### src/sv/assert_macros.svh
// Assertion macros shared by the sample standard deviation RTL.
`ifndef ASSERT_MACROS_SVH
`define ASSERT_MACROS_SVH

// Check a property on every rising clock edge outside reset.
`define SSD_ASSERT(lbl, prop, msg) \
  lbl: assert property (@(posedge clk_i) disable iff (!rst_ni) (prop)) \
    else $error(msg);

// Check that a condition never holds outside reset.
`define SSD_ASSERT_NEVER(lbl, cond, msg) \
  lbl: assert property (@(posedge clk_i) disable iff (!rst_ni) !(cond)) \
    else $error(msg);

`endif

### src/sv/ssd_pkg.sv
// Package for the sample standard deviation block: constants, types and width helpers.
`default_nettype none

package ssd_pkg;

  // Default sample limit per run
  localparam int MAX_SAMPLES_DEF = 4096;

  // Fixed field widths
  localparam int SAMPLE_W = 16;
  localparam int STD_W    = 24;
  localparam int STATUS_W = 2;

  // Variance is scaled by 2^16 so the root carries 8 fraction bits
  localparam int FRAC_SHIFT = 16;

  // Scaled variance stays below 2^47 for 16-bit samples; even width for the root
  localparam int QUO_W = 48;

  // Depth of the queue of finished runs between front and back
  localparam int FIFO_DEPTH = 2;

  typedef enum logic [STATUS_W-1:0] {
    ST_OK    = 2'd0,
    ST_SHORT = 2'd1,
    ST_LIMIT = 2'd2
  } status_e;

  typedef enum logic [2:0] {
    BK_IDLE,
    BK_MUL,
    BK_SUB,
    BK_DIV,
    BK_SQRT,
    BK_DONE
  } back_state_e;

  // Bits needed to count up to the sample limit itself
  function automatic int cnt_width(input int max_samples);
    return $clog2(max_samples + 1);
  endfunction

  // Signed running sum
  function automatic int sum_width(input int cnt_w);
    return SAMPLE_W + cnt_w;
  endfunction

  // Unsigned running sum of squares; one square is at most 2^30
  function automatic int ssq_width(input int cnt_w);
    return 2 * SAMPLE_W - 2 + cnt_w;
  endfunction

  // Packed run record: status, count, sum, sum of squares
  function automatic int job_width(input int cnt_w);
    return STATUS_W + cnt_w + sum_width(cnt_w) + ssq_width(cnt_w);
  endfunction

endpackage

`default_nettype wire

### src/sv/ssd_if.sv
// Stream interfaces for the sample input and the result output.
`default_nettype none

interface ssd_in_if;
  logic                                valid;
  logic                                ready;
  logic signed [ssd_pkg::SAMPLE_W-1:0] sample;
  logic                                last;

  modport source (output valid, output sample, output last, input ready);
  modport sink   (input valid, input sample, input last, output ready);
endinterface

interface ssd_out_if;
  logic                         valid;
  logic                         ready;
  logic [ssd_pkg::STD_W-1:0]    std_dev;
  logic [ssd_pkg::STATUS_W-1:0] status;

  modport source (output valid, output std_dev, output status, input ready);
  modport sink   (input valid, input std_dev, input status, output ready);
endinterface

`default_nettype wire

### src/sv/ssd_fifo.sv
// Small register queue that carries finished run records from front to back.
`default_nettype none
`include "assert_macros.svh"

module ssd_fifo #(
  parameter  int WIDTH = 8,
  parameter  int DEPTH = 2,
  localparam int PTR_W = (DEPTH > 1) ? $clog2(DEPTH) : 1,
  localparam int CNT_W = $clog2(DEPTH + 1)
) (
  input  logic             clk_i,
  input  logic             rst_ni,
  input  logic             wr_valid_i,
  input  logic [WIDTH-1:0] wr_data_i,
  output logic             rd_valid_o,
  output logic [WIDTH-1:0] rd_data_o,
  input  logic             rd_ready_i,
  output logic [CNT_W-1:0] count_o
);

  logic [WIDTH-1:0] mem_q [DEPTH];
  logic [PTR_W-1:0] wr_ptr_q, wr_ptr_d;
  logic [PTR_W-1:0] rd_ptr_q, rd_ptr_d;
  logic [CNT_W-1:0] count_q, count_d;
  logic             do_pop;

  assign do_pop     = rd_ready_i && (count_q != '0);
  assign rd_valid_o = (count_q != '0);
  assign rd_data_o  = mem_q[rd_ptr_q];
  assign count_o    = count_q;

  // Pointer wrap and occupancy
  always_comb begin
    wr_ptr_d = wr_ptr_q;
    rd_ptr_d = rd_ptr_q;
    count_d  = count_q;
    if (wr_valid_i) begin
      wr_ptr_d = (wr_ptr_q == PTR_W'(DEPTH - 1)) ? '0 : wr_ptr_q + PTR_W'(1);
    end
    if (do_pop) begin
      rd_ptr_d = (rd_ptr_q == PTR_W'(DEPTH - 1)) ? '0 : rd_ptr_q + PTR_W'(1);
    end
    case ({wr_valid_i, do_pop})
      2'b10:   count_d = count_q + CNT_W'(1);
      2'b01:   count_d = count_q - CNT_W'(1);
      default: count_d = count_q;
    endcase
  end

  always_ff @(posedge clk_i or negedge rst_ni) begin
    if (!rst_ni) begin
      wr_ptr_q <= '0;
      rd_ptr_q <= '0;
      count_q  <= '0;
    end else begin
      wr_ptr_q <= wr_ptr_d;
      rd_ptr_q <= rd_ptr_d;
      count_q  <= count_d;
    end
  end

  // Storage
  always_ff @(posedge clk_i) begin
    if (wr_valid_i) begin
      mem_q[wr_ptr_q] <= wr_data_i;
    end
  end

  `SSD_ASSERT(a_no_write_when_full, wr_valid_i |-> (count_q < CNT_W'(DEPTH)), "queue write while full")
  `SSD_ASSERT_NEVER(a_count_range, count_q > CNT_W'(DEPTH), "queue occupancy beyond depth")

endmodule

`default_nettype wire

### src/sv/ssd_front.sv
// Front end: takes samples, squares them and accumulates count, sum and sum of squares.
`default_nettype none
`include "assert_macros.svh"

module ssd_front #(
  parameter  int MAX_SAMPLES = ssd_pkg::MAX_SAMPLES_DEF,
  localparam int JOB_W = ssd_pkg::job_width(ssd_pkg::cnt_width(MAX_SAMPLES)),
  localparam int FC_W  = $clog2(ssd_pkg::FIFO_DEPTH + 1)
) (
  input  logic              clk_i,
  input  logic              rst_ni,
  ssd_in_if.sink            in_i,
  input  logic [FC_W-1:0]   fifo_count_i,
  output logic              job_valid_o,
  output logic [JOB_W-1:0]  job_data_o
);

  import ssd_pkg::*;

  localparam int CNT_W = cnt_width(MAX_SAMPLES);
  localparam int SUM_W = sum_width(CNT_W);
  localparam int SSQ_W = ssq_width(CNT_W);
  localparam int SQR_W = 2 * SAMPLE_W - 1;

  // Square stage
  logic                       p_valid_q;
  logic                       p_last_q;
  logic signed [SAMPLE_W-1:0] p_sample_q;
  logic [SQR_W-1:0]           p_square_q;
  logic signed [2*SAMPLE_W-1:0] square_full;

  // Accumulators
  logic [CNT_W-1:0]        cnt_q, cnt_acc;
  logic signed [SUM_W-1:0] sum_q, sum_acc;
  logic [SSQ_W-1:0]        ssq_q, ssq_acc;
  logic                    ovf_q, ovf_acc;
  logic                    under_limit;
  logic                    accept;
  logic                    pend_push;
  logic [FC_W:0]           occupancy;
  status_e                 run_status;

  // Room in the queue also for a record still in the square stage
  assign pend_push = p_valid_q && p_last_q;
  assign occupancy = {1'b0, fifo_count_i} + {{FC_W{1'b0}}, pend_push};
  assign in_i.ready = (occupancy < (FC_W + 1)'(FIFO_DEPTH));
  assign accept = in_i.valid && in_i.ready;

  assign square_full = in_i.sample * in_i.sample;

  always_ff @(posedge clk_i or negedge rst_ni) begin
    if (!rst_ni) begin
      p_valid_q <= 1'b0;
      p_last_q  <= 1'b0;
    end else begin
      p_valid_q <= accept;
      p_last_q  <= in_i.last;
    end
  end

  always_ff @(posedge clk_i) begin
    if (accept) begin
      p_sample_q <= in_i.sample;
      p_square_q <= square_full[SQR_W-1:0];
    end
  end

  // Accumulate while under the limit, else flag the overrun
  always_comb begin
    under_limit = (cnt_q < CNT_W'(MAX_SAMPLES));
    cnt_acc = cnt_q;
    sum_acc = sum_q;
    ssq_acc = ssq_q;
    ovf_acc = ovf_q;
    if (under_limit) begin
      cnt_acc = cnt_q + CNT_W'(1);
      sum_acc = sum_q + {{(SUM_W - SAMPLE_W){p_sample_q[SAMPLE_W-1]}}, p_sample_q};
      ssq_acc = ssq_q + {{(SSQ_W - SQR_W){1'b0}}, p_square_q};
    end else begin
      ovf_acc = 1'b1;
    end
  end

  // Limit overrun is checked before the short run
  always_comb begin
    if (ovf_acc) begin
      run_status = ST_LIMIT;
    end else if (cnt_acc < CNT_W'(2)) begin
      run_status = ST_SHORT;
    end else begin
      run_status = ST_OK;
    end
  end

  assign job_valid_o = pend_push;
  assign job_data_o  = {run_status, cnt_acc, sum_acc, ssq_acc};

  always_ff @(posedge clk_i or negedge rst_ni) begin
    if (!rst_ni) begin
      cnt_q <= '0;
      sum_q <= '0;
      ssq_q <= '0;
      ovf_q <= 1'b0;
    end else if (p_valid_q) begin
      if (p_last_q) begin
        cnt_q <= '0;
        sum_q <= '0;
        ssq_q <= '0;
        ovf_q <= 1'b0;
      end else begin
        cnt_q <= cnt_acc;
        sum_q <= sum_acc;
        ssq_q <= ssq_acc;
        ovf_q <= ovf_acc;
      end
    end
  end

  `SSD_ASSERT(a_clear_after_last, pend_push |=> (cnt_q == '0) && !ovf_q, "run state not cleared after last sample")
  `SSD_ASSERT_NEVER(a_count_limit, cnt_q > CNT_W'(MAX_SAMPLES), "sample count beyond limit")

endmodule

`default_nettype wire

### src/sv/ssd_back.sv
// Back end: variance by shift-add multiply and long division, then integer square root.
`default_nettype none
`include "assert_macros.svh"

module ssd_back #(
  parameter  int MAX_SAMPLES = ssd_pkg::MAX_SAMPLES_DEF,
  localparam int JOB_W = ssd_pkg::job_width(ssd_pkg::cnt_width(MAX_SAMPLES))
) (
  input  logic             clk_i,
  input  logic             rst_ni,
  input  logic             job_valid_i,
  input  logic [JOB_W-1:0] job_data_i,
  output logic             job_pop_o,
  ssd_out_if.source        out_o
);

  import ssd_pkg::*;

  localparam int CNT_W  = cnt_width(MAX_SAMPLES);
  localparam int SUM_W  = sum_width(CNT_W);
  localparam int SSQ_W  = ssq_width(CNT_W);
  localparam int MAG_W  = SUM_W - 1;
  localparam int PROD_W = 2 * MAG_W;
  localparam int M_W    = 2 * CNT_W;
  localparam int DIV_W  = PROD_W + FRAC_SHIFT;
  localparam int STEP_W = $clog2(DIV_W);

  // Record fields
  logic [STATUS_W-1:0]     job_status_raw;
  status_e                 job_status;
  logic [CNT_W-1:0]        job_n;
  logic signed [SUM_W-1:0] job_sum;
  logic [SSQ_W-1:0]        job_ssq;
  logic [SUM_W-1:0]        sum_abs;
  logic [MAG_W-1:0]        job_mag;

  assign {job_status_raw, job_n, job_sum, job_ssq} = job_data_i;
  assign job_status = status_e'(job_status_raw);
  assign sum_abs = job_sum[SUM_W-1] ? SUM_W'(-job_sum) : SUM_W'(job_sum);
  assign job_mag = sum_abs[MAG_W-1:0];

  back_state_e state_q, state_d;
  logic [STEP_W-1:0] step_q, step_d;

  // Multiply phase: n*sumsq, |sum|^2 and n*(n-1) side by side
  logic [PROD_W-1:0] a_acc_q, a_acc_d, a_mcand_q, a_mcand_d;
  logic [PROD_W-1:0] b_acc_q, b_acc_d, b_mcand_q, b_mcand_d;
  logic [MAG_W-1:0]  b_mplier_q, b_mplier_d;
  logic [CNT_W-1:0]  n_mplier_q, n_mplier_d;
  logic [M_W-1:0]    m_acc_q, m_acc_d, m_mcand_q, m_mcand_d;

  // Division and root
  logic [DIV_W-1:0]  div_q, div_d;
  logic [M_W-1:0]    rem_q, rem_d;
  logic [QUO_W-1:0]  quo_q, quo_d;
  logic [QUO_W-1:0]  res_q, res_d;
  logic [QUO_W-1:0]  bit_q, bit_d;
  logic [STD_W-1:0]  std_q, std_d;
  status_e           status_q, status_d;

  logic [PROD_W-1:0] diff;
  logic [M_W:0]      rem_sh;
  logic [M_W:0]      rem_sub;
  logic              div_ge;
  logic [QUO_W-1:0]  trial;

  assign diff    = (a_acc_q >= b_acc_q) ? a_acc_q - b_acc_q : '0;
  assign rem_sh  = {rem_q, div_q[DIV_W-1]};
  assign rem_sub = rem_sh - {1'b0, m_acc_q};
  assign div_ge  = (rem_sh >= {1'b0, m_acc_q});
  assign trial   = res_q + bit_q;

  // Sequencer
  always_comb begin
    state_d    = state_q;
    step_d     = step_q;
    a_acc_d    = a_acc_q;
    a_mcand_d  = a_mcand_q;
    b_acc_d    = b_acc_q;
    b_mcand_d  = b_mcand_q;
    b_mplier_d = b_mplier_q;
    n_mplier_d = n_mplier_q;
    m_acc_d    = m_acc_q;
    m_mcand_d  = m_mcand_q;
    div_d      = div_q;
    rem_d      = rem_q;
    quo_d      = quo_q;
    res_d      = res_q;
    bit_d      = bit_q;
    std_d      = std_q;
    status_d   = status_q;
    job_pop_o  = 1'b0;

    unique case (state_q)
      BK_IDLE: begin
        if (job_valid_i) begin
          job_pop_o  = 1'b1;
          n_mplier_d = job_n;
          a_acc_d    = '0;
          a_mcand_d  = PROD_W'(job_ssq);
          b_acc_d    = '0;
          b_mcand_d  = PROD_W'(job_mag);
          b_mplier_d = job_mag;
          m_acc_d    = '0;
          m_mcand_d  = M_W'(job_n - CNT_W'(1));
          step_d     = STEP_W'(MAG_W - 1);
          if (job_status == ST_OK) begin
            state_d = BK_MUL;
          end else begin
            std_d    = '0;
            status_d = job_status;
            state_d  = BK_DONE;
          end
        end
      end
      BK_MUL: begin
        if (n_mplier_q[0]) begin
          a_acc_d = a_acc_q + a_mcand_q;
          m_acc_d = m_acc_q + m_mcand_q;
        end
        if (b_mplier_q[0]) begin
          b_acc_d = b_acc_q + b_mcand_q;
        end
        a_mcand_d  = a_mcand_q << 1;
        b_mcand_d  = b_mcand_q << 1;
        m_mcand_d  = m_mcand_q << 1;
        n_mplier_d = n_mplier_q >> 1;
        b_mplier_d = b_mplier_q >> 1;
        step_d     = step_q - STEP_W'(1);
        if (step_q == '0) begin
          state_d = BK_SUB;
        end
      end
      BK_SUB: begin
        div_d   = {diff, {FRAC_SHIFT{1'b0}}};
        rem_d   = '0;
        quo_d   = '0;
        step_d  = STEP_W'(DIV_W - 1);
        state_d = BK_DIV;
      end
      BK_DIV: begin
        // One quotient bit per cycle; the quotient then feeds the root in place
        rem_d  = div_ge ? rem_sub[M_W-1:0] : rem_sh[M_W-1:0];
        div_d  = div_q << 1;
        quo_d  = {quo_q[QUO_W-2:0], div_ge};
        step_d = step_q - STEP_W'(1);
        if (step_q == '0) begin
          res_d   = '0;
          bit_d   = QUO_W'(1) << (QUO_W - 2);
          step_d  = STEP_W'(QUO_W / 2 - 1);
          state_d = BK_SQRT;
        end
      end
      BK_SQRT: begin
        // Two radicand bits per cycle
        if (quo_q >= trial) begin
          quo_d = quo_q - trial;
          res_d = (res_q >> 1) + bit_q;
        end else begin
          res_d = res_q >> 1;
        end
        bit_d  = bit_q >> 2;
        step_d = step_q - STEP_W'(1);
        if (step_q == '0) begin
          status_d = ST_OK;
          if (|res_d[QUO_W-1:STD_W]) begin
            std_d = '1;
          end else begin
            std_d = res_d[STD_W-1:0];
          end
          state_d = BK_DONE;
        end
      end
      BK_DONE: begin
        if (out_o.ready) begin
          state_d = BK_IDLE;
        end
      end
      default: state_d = BK_IDLE;
    endcase
  end

  always_ff @(posedge clk_i or negedge rst_ni) begin
    if (!rst_ni) begin
      state_q <= BK_IDLE;
    end else begin
      state_q <= state_d;
    end
  end

  always_ff @(posedge clk_i) begin
    step_q     <= step_d;
    a_acc_q    <= a_acc_d;
    a_mcand_q  <= a_mcand_d;
    b_acc_q    <= b_acc_d;
    b_mcand_q  <= b_mcand_d;
    b_mplier_q <= b_mplier_d;
    n_mplier_q <= n_mplier_d;
    m_acc_q    <= m_acc_d;
    m_mcand_q  <= m_mcand_d;
    div_q      <= div_d;
    rem_q      <= rem_d;
    quo_q      <= quo_d;
    res_q      <= res_d;
    bit_q      <= bit_d;
    std_q      <= std_d;
    status_q   <= status_d;
  end

  assign out_o.valid   = (state_q == BK_DONE);
  assign out_o.std_dev = std_q;
  assign out_o.status  = status_q;

  `SSD_ASSERT(a_error_zero, out_o.valid && (out_o.status != ST_OK) |-> (out_o.std_dev == '0), "error result with nonzero deviation")
  `SSD_ASSERT(a_rem_below_divisor, (state_q == BK_DIV) |-> (rem_q < m_acc_q), "division remainder not below divisor")

endmodule

`default_nettype wire

### src/sv/sample_standard_deviation.sv
// Top level of the sample standard deviation block: front end, run queue and back end.
//
// Samples stream in at one transfer per cycle; the sample flagged last closes a run,
// and for it one result transfer gives floor(sqrt(var * 65536)) (8 fraction bits) with
// status 0, or 0 with status 1 (fewer than two samples) or 2 (more than MAX_SAMPLES
// samples, the extra ones not counted). A closed run goes into a two-entry queue and
// the back end works it out with its bit-serial multiply over MAG_W bits, its
// one-bit-per-cycle division over DIV_W bits and two-bits-per-cycle square root,
// where MAG_W = 15 + clog2(MAX_SAMPLES + 1) and DIV_W = 2 * MAG_W + 16; error runs
// go straight to the result. Input ready drops only while the queue and the
// registered square stage together hold two closed runs; samples keep flowing
// otherwise.
`default_nettype none

module sample_standard_deviation #(
  parameter int MAX_SAMPLES = ssd_pkg::MAX_SAMPLES_DEF
) (
  input  logic      clk_i,
  input  logic      rst_ni,
  ssd_in_if.sink    in_i,
  ssd_out_if.source out_o
);

  import ssd_pkg::*;

  localparam int JOB_W = job_width(cnt_width(MAX_SAMPLES));
  localparam int FC_W  = $clog2(FIFO_DEPTH + 1);

  logic             job_wr_valid;
  logic [JOB_W-1:0] job_wr_data;
  logic             job_rd_valid;
  logic [JOB_W-1:0] job_rd_data;
  logic             job_pop;
  logic [FC_W-1:0]  job_count;

  ssd_front #(
    .MAX_SAMPLES (MAX_SAMPLES)
  ) u_front (
    .clk_i        (clk_i),
    .rst_ni       (rst_ni),
    .in_i         (in_i),
    .fifo_count_i (job_count),
    .job_valid_o  (job_wr_valid),
    .job_data_o   (job_wr_data)
  );

  ssd_fifo #(
    .WIDTH (JOB_W),
    .DEPTH (FIFO_DEPTH)
  ) u_fifo (
    .clk_i      (clk_i),
    .rst_ni     (rst_ni),
    .wr_valid_i (job_wr_valid),
    .wr_data_i  (job_wr_data),
    .rd_valid_o (job_rd_valid),
    .rd_data_o  (job_rd_data),
    .rd_ready_i (job_pop),
    .count_o    (job_count)
  );

  ssd_back #(
    .MAX_SAMPLES (MAX_SAMPLES)
  ) u_back (
    .clk_i       (clk_i),
    .rst_ni      (rst_ni),
    .job_valid_i (job_rd_valid),
    .job_data_i  (job_rd_data),
    .job_pop_o   (job_pop),
    .out_o       (out_o)
  );

endmodule

`default_nettype wire
### src/flat_wrapper.sv
// flat-port wrapper written by rule: the top's interface ports become plain ports
module sample_standard_deviation_flat import ssd_pkg::*;
#(
  parameter int MAX_SAMPLES = ssd_pkg::MAX_SAMPLES_DEF
)
  (clk_i, rst_ni, in_i_valid, in_i_sample, in_i_last, in_i_ready, out_o_valid, out_o_std_dev, out_o_status, out_o_ready);
  ssd_in_if in_i_i ();
  ssd_out_if out_o_i ();
  input  logic clk_i;
  input  logic rst_ni;
  input wire logic [$bits(in_i_i.valid)-1:0] in_i_valid;
  input wire logic [$bits(in_i_i.sample)-1:0] in_i_sample;
  input wire logic [$bits(in_i_i.last)-1:0] in_i_last;
  output wire logic [$bits(in_i_i.ready)-1:0] in_i_ready;
  output wire logic [$bits(out_o_i.valid)-1:0] out_o_valid;
  output wire logic [$bits(out_o_i.std_dev)-1:0] out_o_std_dev;
  output wire logic [$bits(out_o_i.status)-1:0] out_o_status;
  input wire logic [$bits(out_o_i.ready)-1:0] out_o_ready;
  assign in_i_i.valid = in_i_valid;
  assign in_i_i.sample = in_i_sample;
  assign in_i_i.last = in_i_last;
  assign in_i_ready = in_i_i.ready;
  assign out_o_valid = out_o_i.valid;
  assign out_o_std_dev = out_o_i.std_dev;
  assign out_o_status = out_o_i.status;
  assign out_o_i.ready = out_o_ready;
  sample_standard_deviation #(.MAX_SAMPLES(MAX_SAMPLES)) u_core (.clk_i(clk_i), .rst_ni(rst_ni), .in_i(in_i_i), .out_o(out_o_i));
endmodule
### config.mk
export PLATFORM = sky130hd
export DESIGN_NAME = sample_standard_deviation_flat
export DESIGN_NICKNAME = d
export VERILOG_FILES = /design/src/sv/ssd_pkg.sv /design/src/sv/ssd_if.sv /design/src/sv/ssd_fifo.sv /design/src/sv/ssd_front.sv /design/src/sv/ssd_back.sv /design/src/sv/sample_standard_deviation.sv /design/src/flat_wrapper.sv
export VERILOG_INCLUDE_DIRS = /design/src /design/src/sv
export SDC_FILE = /design/constraint.sdc
export NUM_CORES = 2
export LEC_CHECK = 0
export BUFFER_PORTS_ARGS = -buffer_cell sky130_fd_sc_hd__buf_2
export CAP_MARGIN = 20
export CORE_AREA = 2 2 333 335
export DETAILED_ROUTE_END_ITERATION = 10
export DIE_AREA = 0 0 335 337
export PLACE_DENSITY = 0.8
export SKIP_LAST_GASP = 1
export SYNTH_ARGS = -nofsm -noshare
export SYNTH_HDL_FRONTEND = slang
export SYNTH_SLANG_ARGS = --single-unit
### constraint.sdc
create_clock -name clk_i -period 16.1 [get_ports clk_i]
set_input_delay 4.83 -clock clk_i [delete_from_list [all_inputs] [get_ports clk_i]]
set_output_delay 4.83 -clock clk_i [all_outputs]
set_load 0.02 [all_outputs]
==> flow_summary.toml <==
[timing]
grt_setup_unrepaired = "false"
finalSetupViolations = 0
fin_tns_setup_ns = 0
finalHoldViolations = 0
slew_violations = 0
tightest_slew_ns = 1.07
period_share_pct = 68.0
finalWorstSetupSlack_ns = 5.15
layout_min_cycle_time_ns = 10.95
hold-worst-slack_ns = 0.505
worst_clock_skew_ns = 0.0337
relSlewSlack_pct = 28.9
fmax_mhz = 91.3

[yosys]
synth-async-reset-ratio_pct = 11.0
ys_ff_latch = 866
synth_area_um2 = 64200
synth_enable_flop_cells = 771
synth_top_area_share_pct = 36.0
ys_top_cells_by_area = "edfxtp_1, ha_1, fa_1, dfrtp_1, a21oi_1"
yosysUniqueCellTypes = 97
synth.avg_cell_area_um2 = 9.94
yosys.area.top_type = "edfxtp_1"
synth_warnings = 0
seq_area_frac_synth_pct = 39.7
synthFlopType = "edfxtp_1"
synth_nets = 7187
synthCells = 6463

[worst_setup_path]
required_ns = 16.52
r2r_cells = 26
cp_common_cell = "fa_1"
path_max_fanout = 12
end_kind = "flip-flop"
max_stage_delay_ns = 0.55
worstPathCellList = "buf_2 > clkinv_1 > nor2_1 > fa_1 > inv_1 > fa_1 > fa_1 > fa_1 > fa_1 > inv_1 > fa_1 > ha_1 > nand2_1 > nor2_1 > a221oi_1 > o21ai_1 > a41oi_1 > a211oi_1 > o31a_1 > a41o_1 > o21a_1 > nor2_1 > xnor2_1"
path_buf_inv = 4
startpoint_type = "primary input"
cp_slowest_cell = "fa_1"
cp_top_family = "adder cells"
path_class = "in2reg"
crit_cells = 23
critPathArrivalTime_ns = 11.37

[cells_and_area]
fin_nets = 7121
final_util_pct = 62.8
num-fill-cells = 8680
area_delta_synth_final_pct = 7.21
layoutNonFillerInstCount = 7904
multiInputGateArea_um2 = 36000
drive_above_1_share_pct = 5.57
diodes = 0
seq_area_um2 = 25500

[floorplan]
dieArea_um2 = 113000
die_w_um = 335
core_region_area_um2 = 110000
pin_count = 49
start_util_pct = 58.6
rows = 122
die_y_um = 337

[grt]
overflow = 0
grt.total_usage_pct = 26.3
grt_pass1_vias = 47328
grt_max_degree = 80
antenna_found_initial = 0
grt_pass1_wl_mm = 243

[routing]
routedWlPerCell_um = 19.0
postRouteWirelength_mm = 150
vias = 48658
drtPass1Iterations = 11
drc = 1
drtIter0Drc = 4331
antenna_left = 0
vias_per_cell = 6.16

[clocking]
cts_tree = "yes"
cts.clk_slew.worst_paths_ns = 0.06
clk-insertion-delay-late_ns = 0.69
htree_levels = 3
post_cts_buffers = 0
root_buffer = "clkbuf_16"
ctsResizeCount = 0
holdBufCountCts = 0
cts_sinks = 866
clock_path_buffers = 3
cts_buffers = 96

[placement]
dpl_worst_slack_ns = 4.48
place_inst = 7724
port_buffers = 48
place.gp.congestion = 0.919
dp_hpwl_mm = 110

[pwr]
vdd_drop_max_uv = 210
p_leak_nw = 28.3
power_density_nw_per_um2 = 201

[worst_hold_path]
hp-class = "reg2reg"
hold_path_depth = 1

[run]
cap_violations = 0

[outcome]
status = "finished, violations left"
violations = "DRC"
-- metal layers --
| layer | track usage [%] | up-vias | wire length (um) |
|---|---|---|---|
| met4 | 7.08 | 0 | 3560 |
| met5 | 0 | - | 0 |
| met1 | 37.0 | 23671 | 67300 |
| li1 | - | 23163 | - |
| met2 | 43.0 | 1574 | 69800 |
| met3 | 3.35 | 250 | 9360 |
-- synth_stat cells, drive strengths merged, types with 13 or more instances --
master and n:
or3 35, inv 494, nor2b 78, o221ai 15, nand4 64, clkbuf 217
o31ai 80, nand2b 60, buf 38, o21ai 331, and3 82, nor2 592
ha 462, a21o 222, o21bai 61, nand3 93, a41oi 32, xor2 197
and2 122, dfrtp 95, a31oi 61, a21boi 13, or4 18, nand2 541
mux2i 106, a311oi 13, xnor2 244, a22o 69, nor3 113, o211ai 27
nor4 21, o2bb2ai 13, a21oi 463, mux2 14, o21a 65, edfxtp 771
a31o 24, a211oi 63, or2 34, fa 241
-- placed cells by master (no fill, tap or decap), types with 31 or more instances in the layout --
master / Yosys / layout
o31ai_1: 77 / 77
a211oi_1: 62 / 61
fa_1: 241 / 241
and2_1: 122 / 121
dfrtp_1: 95 / 93
o21a_1: 65 / 65
buf_2: 21 / 47
nor2_1: 591 / 584
or2_2: 31 / 31
a22o_1: 69 / 69
clkbuf_16: 0 / 97
o21bai_1: 61 / 61
a21o_1: 222 / 220
ha_1: 462 / 462
and3_1: 82 / 81
nand3_1: 92 / 92
mux2i_1: 106 / 106
xnor2_1: 244 / 244
a21oi_1: 461 / 460
nor2b_1: 78 / 78
nand2_1: 541 / 541
nand2b_1: 60 / 59
o21ai_0: 304 / 303
edfxtp_1: 771 / 771
or3_1: 35 / 34
xor2_1: 197 / 197
nor3_1: 112 / 111
buf_4: 1 / 43
inv_1: 494 / 492
nand4_1: 64 / 64
a31oi_1: 61 / 61
-- registers in the layout, indices dropped and copies added, names as in the netlist, 28 cells and up --
| register | count |
|---|---|
| u_core.u_back.a_acc_q | 56 |
| u_core.u_back.a_mcand_q | 56 |
| u_core.u_back.b_acc_q | 56 |
| u_core.u_back.b_mcand_q | 56 |
| u_core.u_back.b_mplier_q | 28 |
| u_core.u_back.div_q | 56 |
| u_core.u_back.quo_q | 48 |
| u_core.u_back.res_q | 48 |
| u_core.u_fifo.mem_q | 174 |
| u_core.u_front.p_square_q | 29 |
| u_core.u_front.ssq_q | 43 |
| u_core.u_front.sum_q | 29 |
-- power breakdown --
group / internal, W / total, W / leakage, nW / switching [W]
Sequential: 0.00342 / 0.00379 / 8.41 / 0.000371
Combinational: 0.00326 / 0.00784 / 18.4 / 0.00458
Clock: 0.00127 / 0.00222 / 1.53 / 0.000955
Total: 0.00794 / 0.0138 / 28.3 / 0.00591
-- worst paths after layout --
kind | startpoint | slack, ns | end
hold / removal | u_core.u_fifo.count_o[1] | 0.51 | u_core.u_fifo.count_o[1]
setup / recovery | in_i_sample[8] | 5.15 | u_core.u_front.p_square_q[30]
max in group asynchronous | rst_ni | 10.68 | u_core.u_front.cnt_q[12]
setup reg to reg | u_core.u_back.res_q[4] | 7.75 | u_core.u_back.out_o.std_dev[1]
min in group asynchronous | rst_ni | 4.08 | u_core.u_front.ssq_q[2]
hold reg to reg | u_core.u_fifo.count_o[1] | 0.51 | u_core.u_fifo.count_o[1]
-- per-stage QoR --
stage                     power, W  cell area, um2
after floorplan            0.00984           64200
after global placement      0.0112           65700
after detailed placement    0.0115           65700
after CTS                   0.0138           68800
after global routing        0.0149           68900
final                       0.0138           68900
-- cell type report --
| cell class | instances | share of cell area (%) |
|---|---|---|
| clock buffers | 122 | 3.68 |
| flip-flops and latches | 866 | 37.1 |
| well taps | 1426 | 2.59 |
| clock inverters | 57 | 0.896 |
| repair buffers | 91 | 0.829 |
| inverters | 496 | 2.71 |
| multi-input cells | 4846 | 52.2 |
-- cells by family (layout without fill, tap and decap cells) --
kind of cell    after synthesis  after routing  share of synthesized area, %
simple gates               1893           1893                          13.8
xor+xnor                    441            441                          6.01
fa+ha+maj                   703            703                          16.5
compound gates             1689           1689                          17.5
flops                       866            866                          39.7
mux                         120            120                          1.90
buf+inv                     751            766                          4.48
Note: power is estimated with default switching activity, not from simulation.
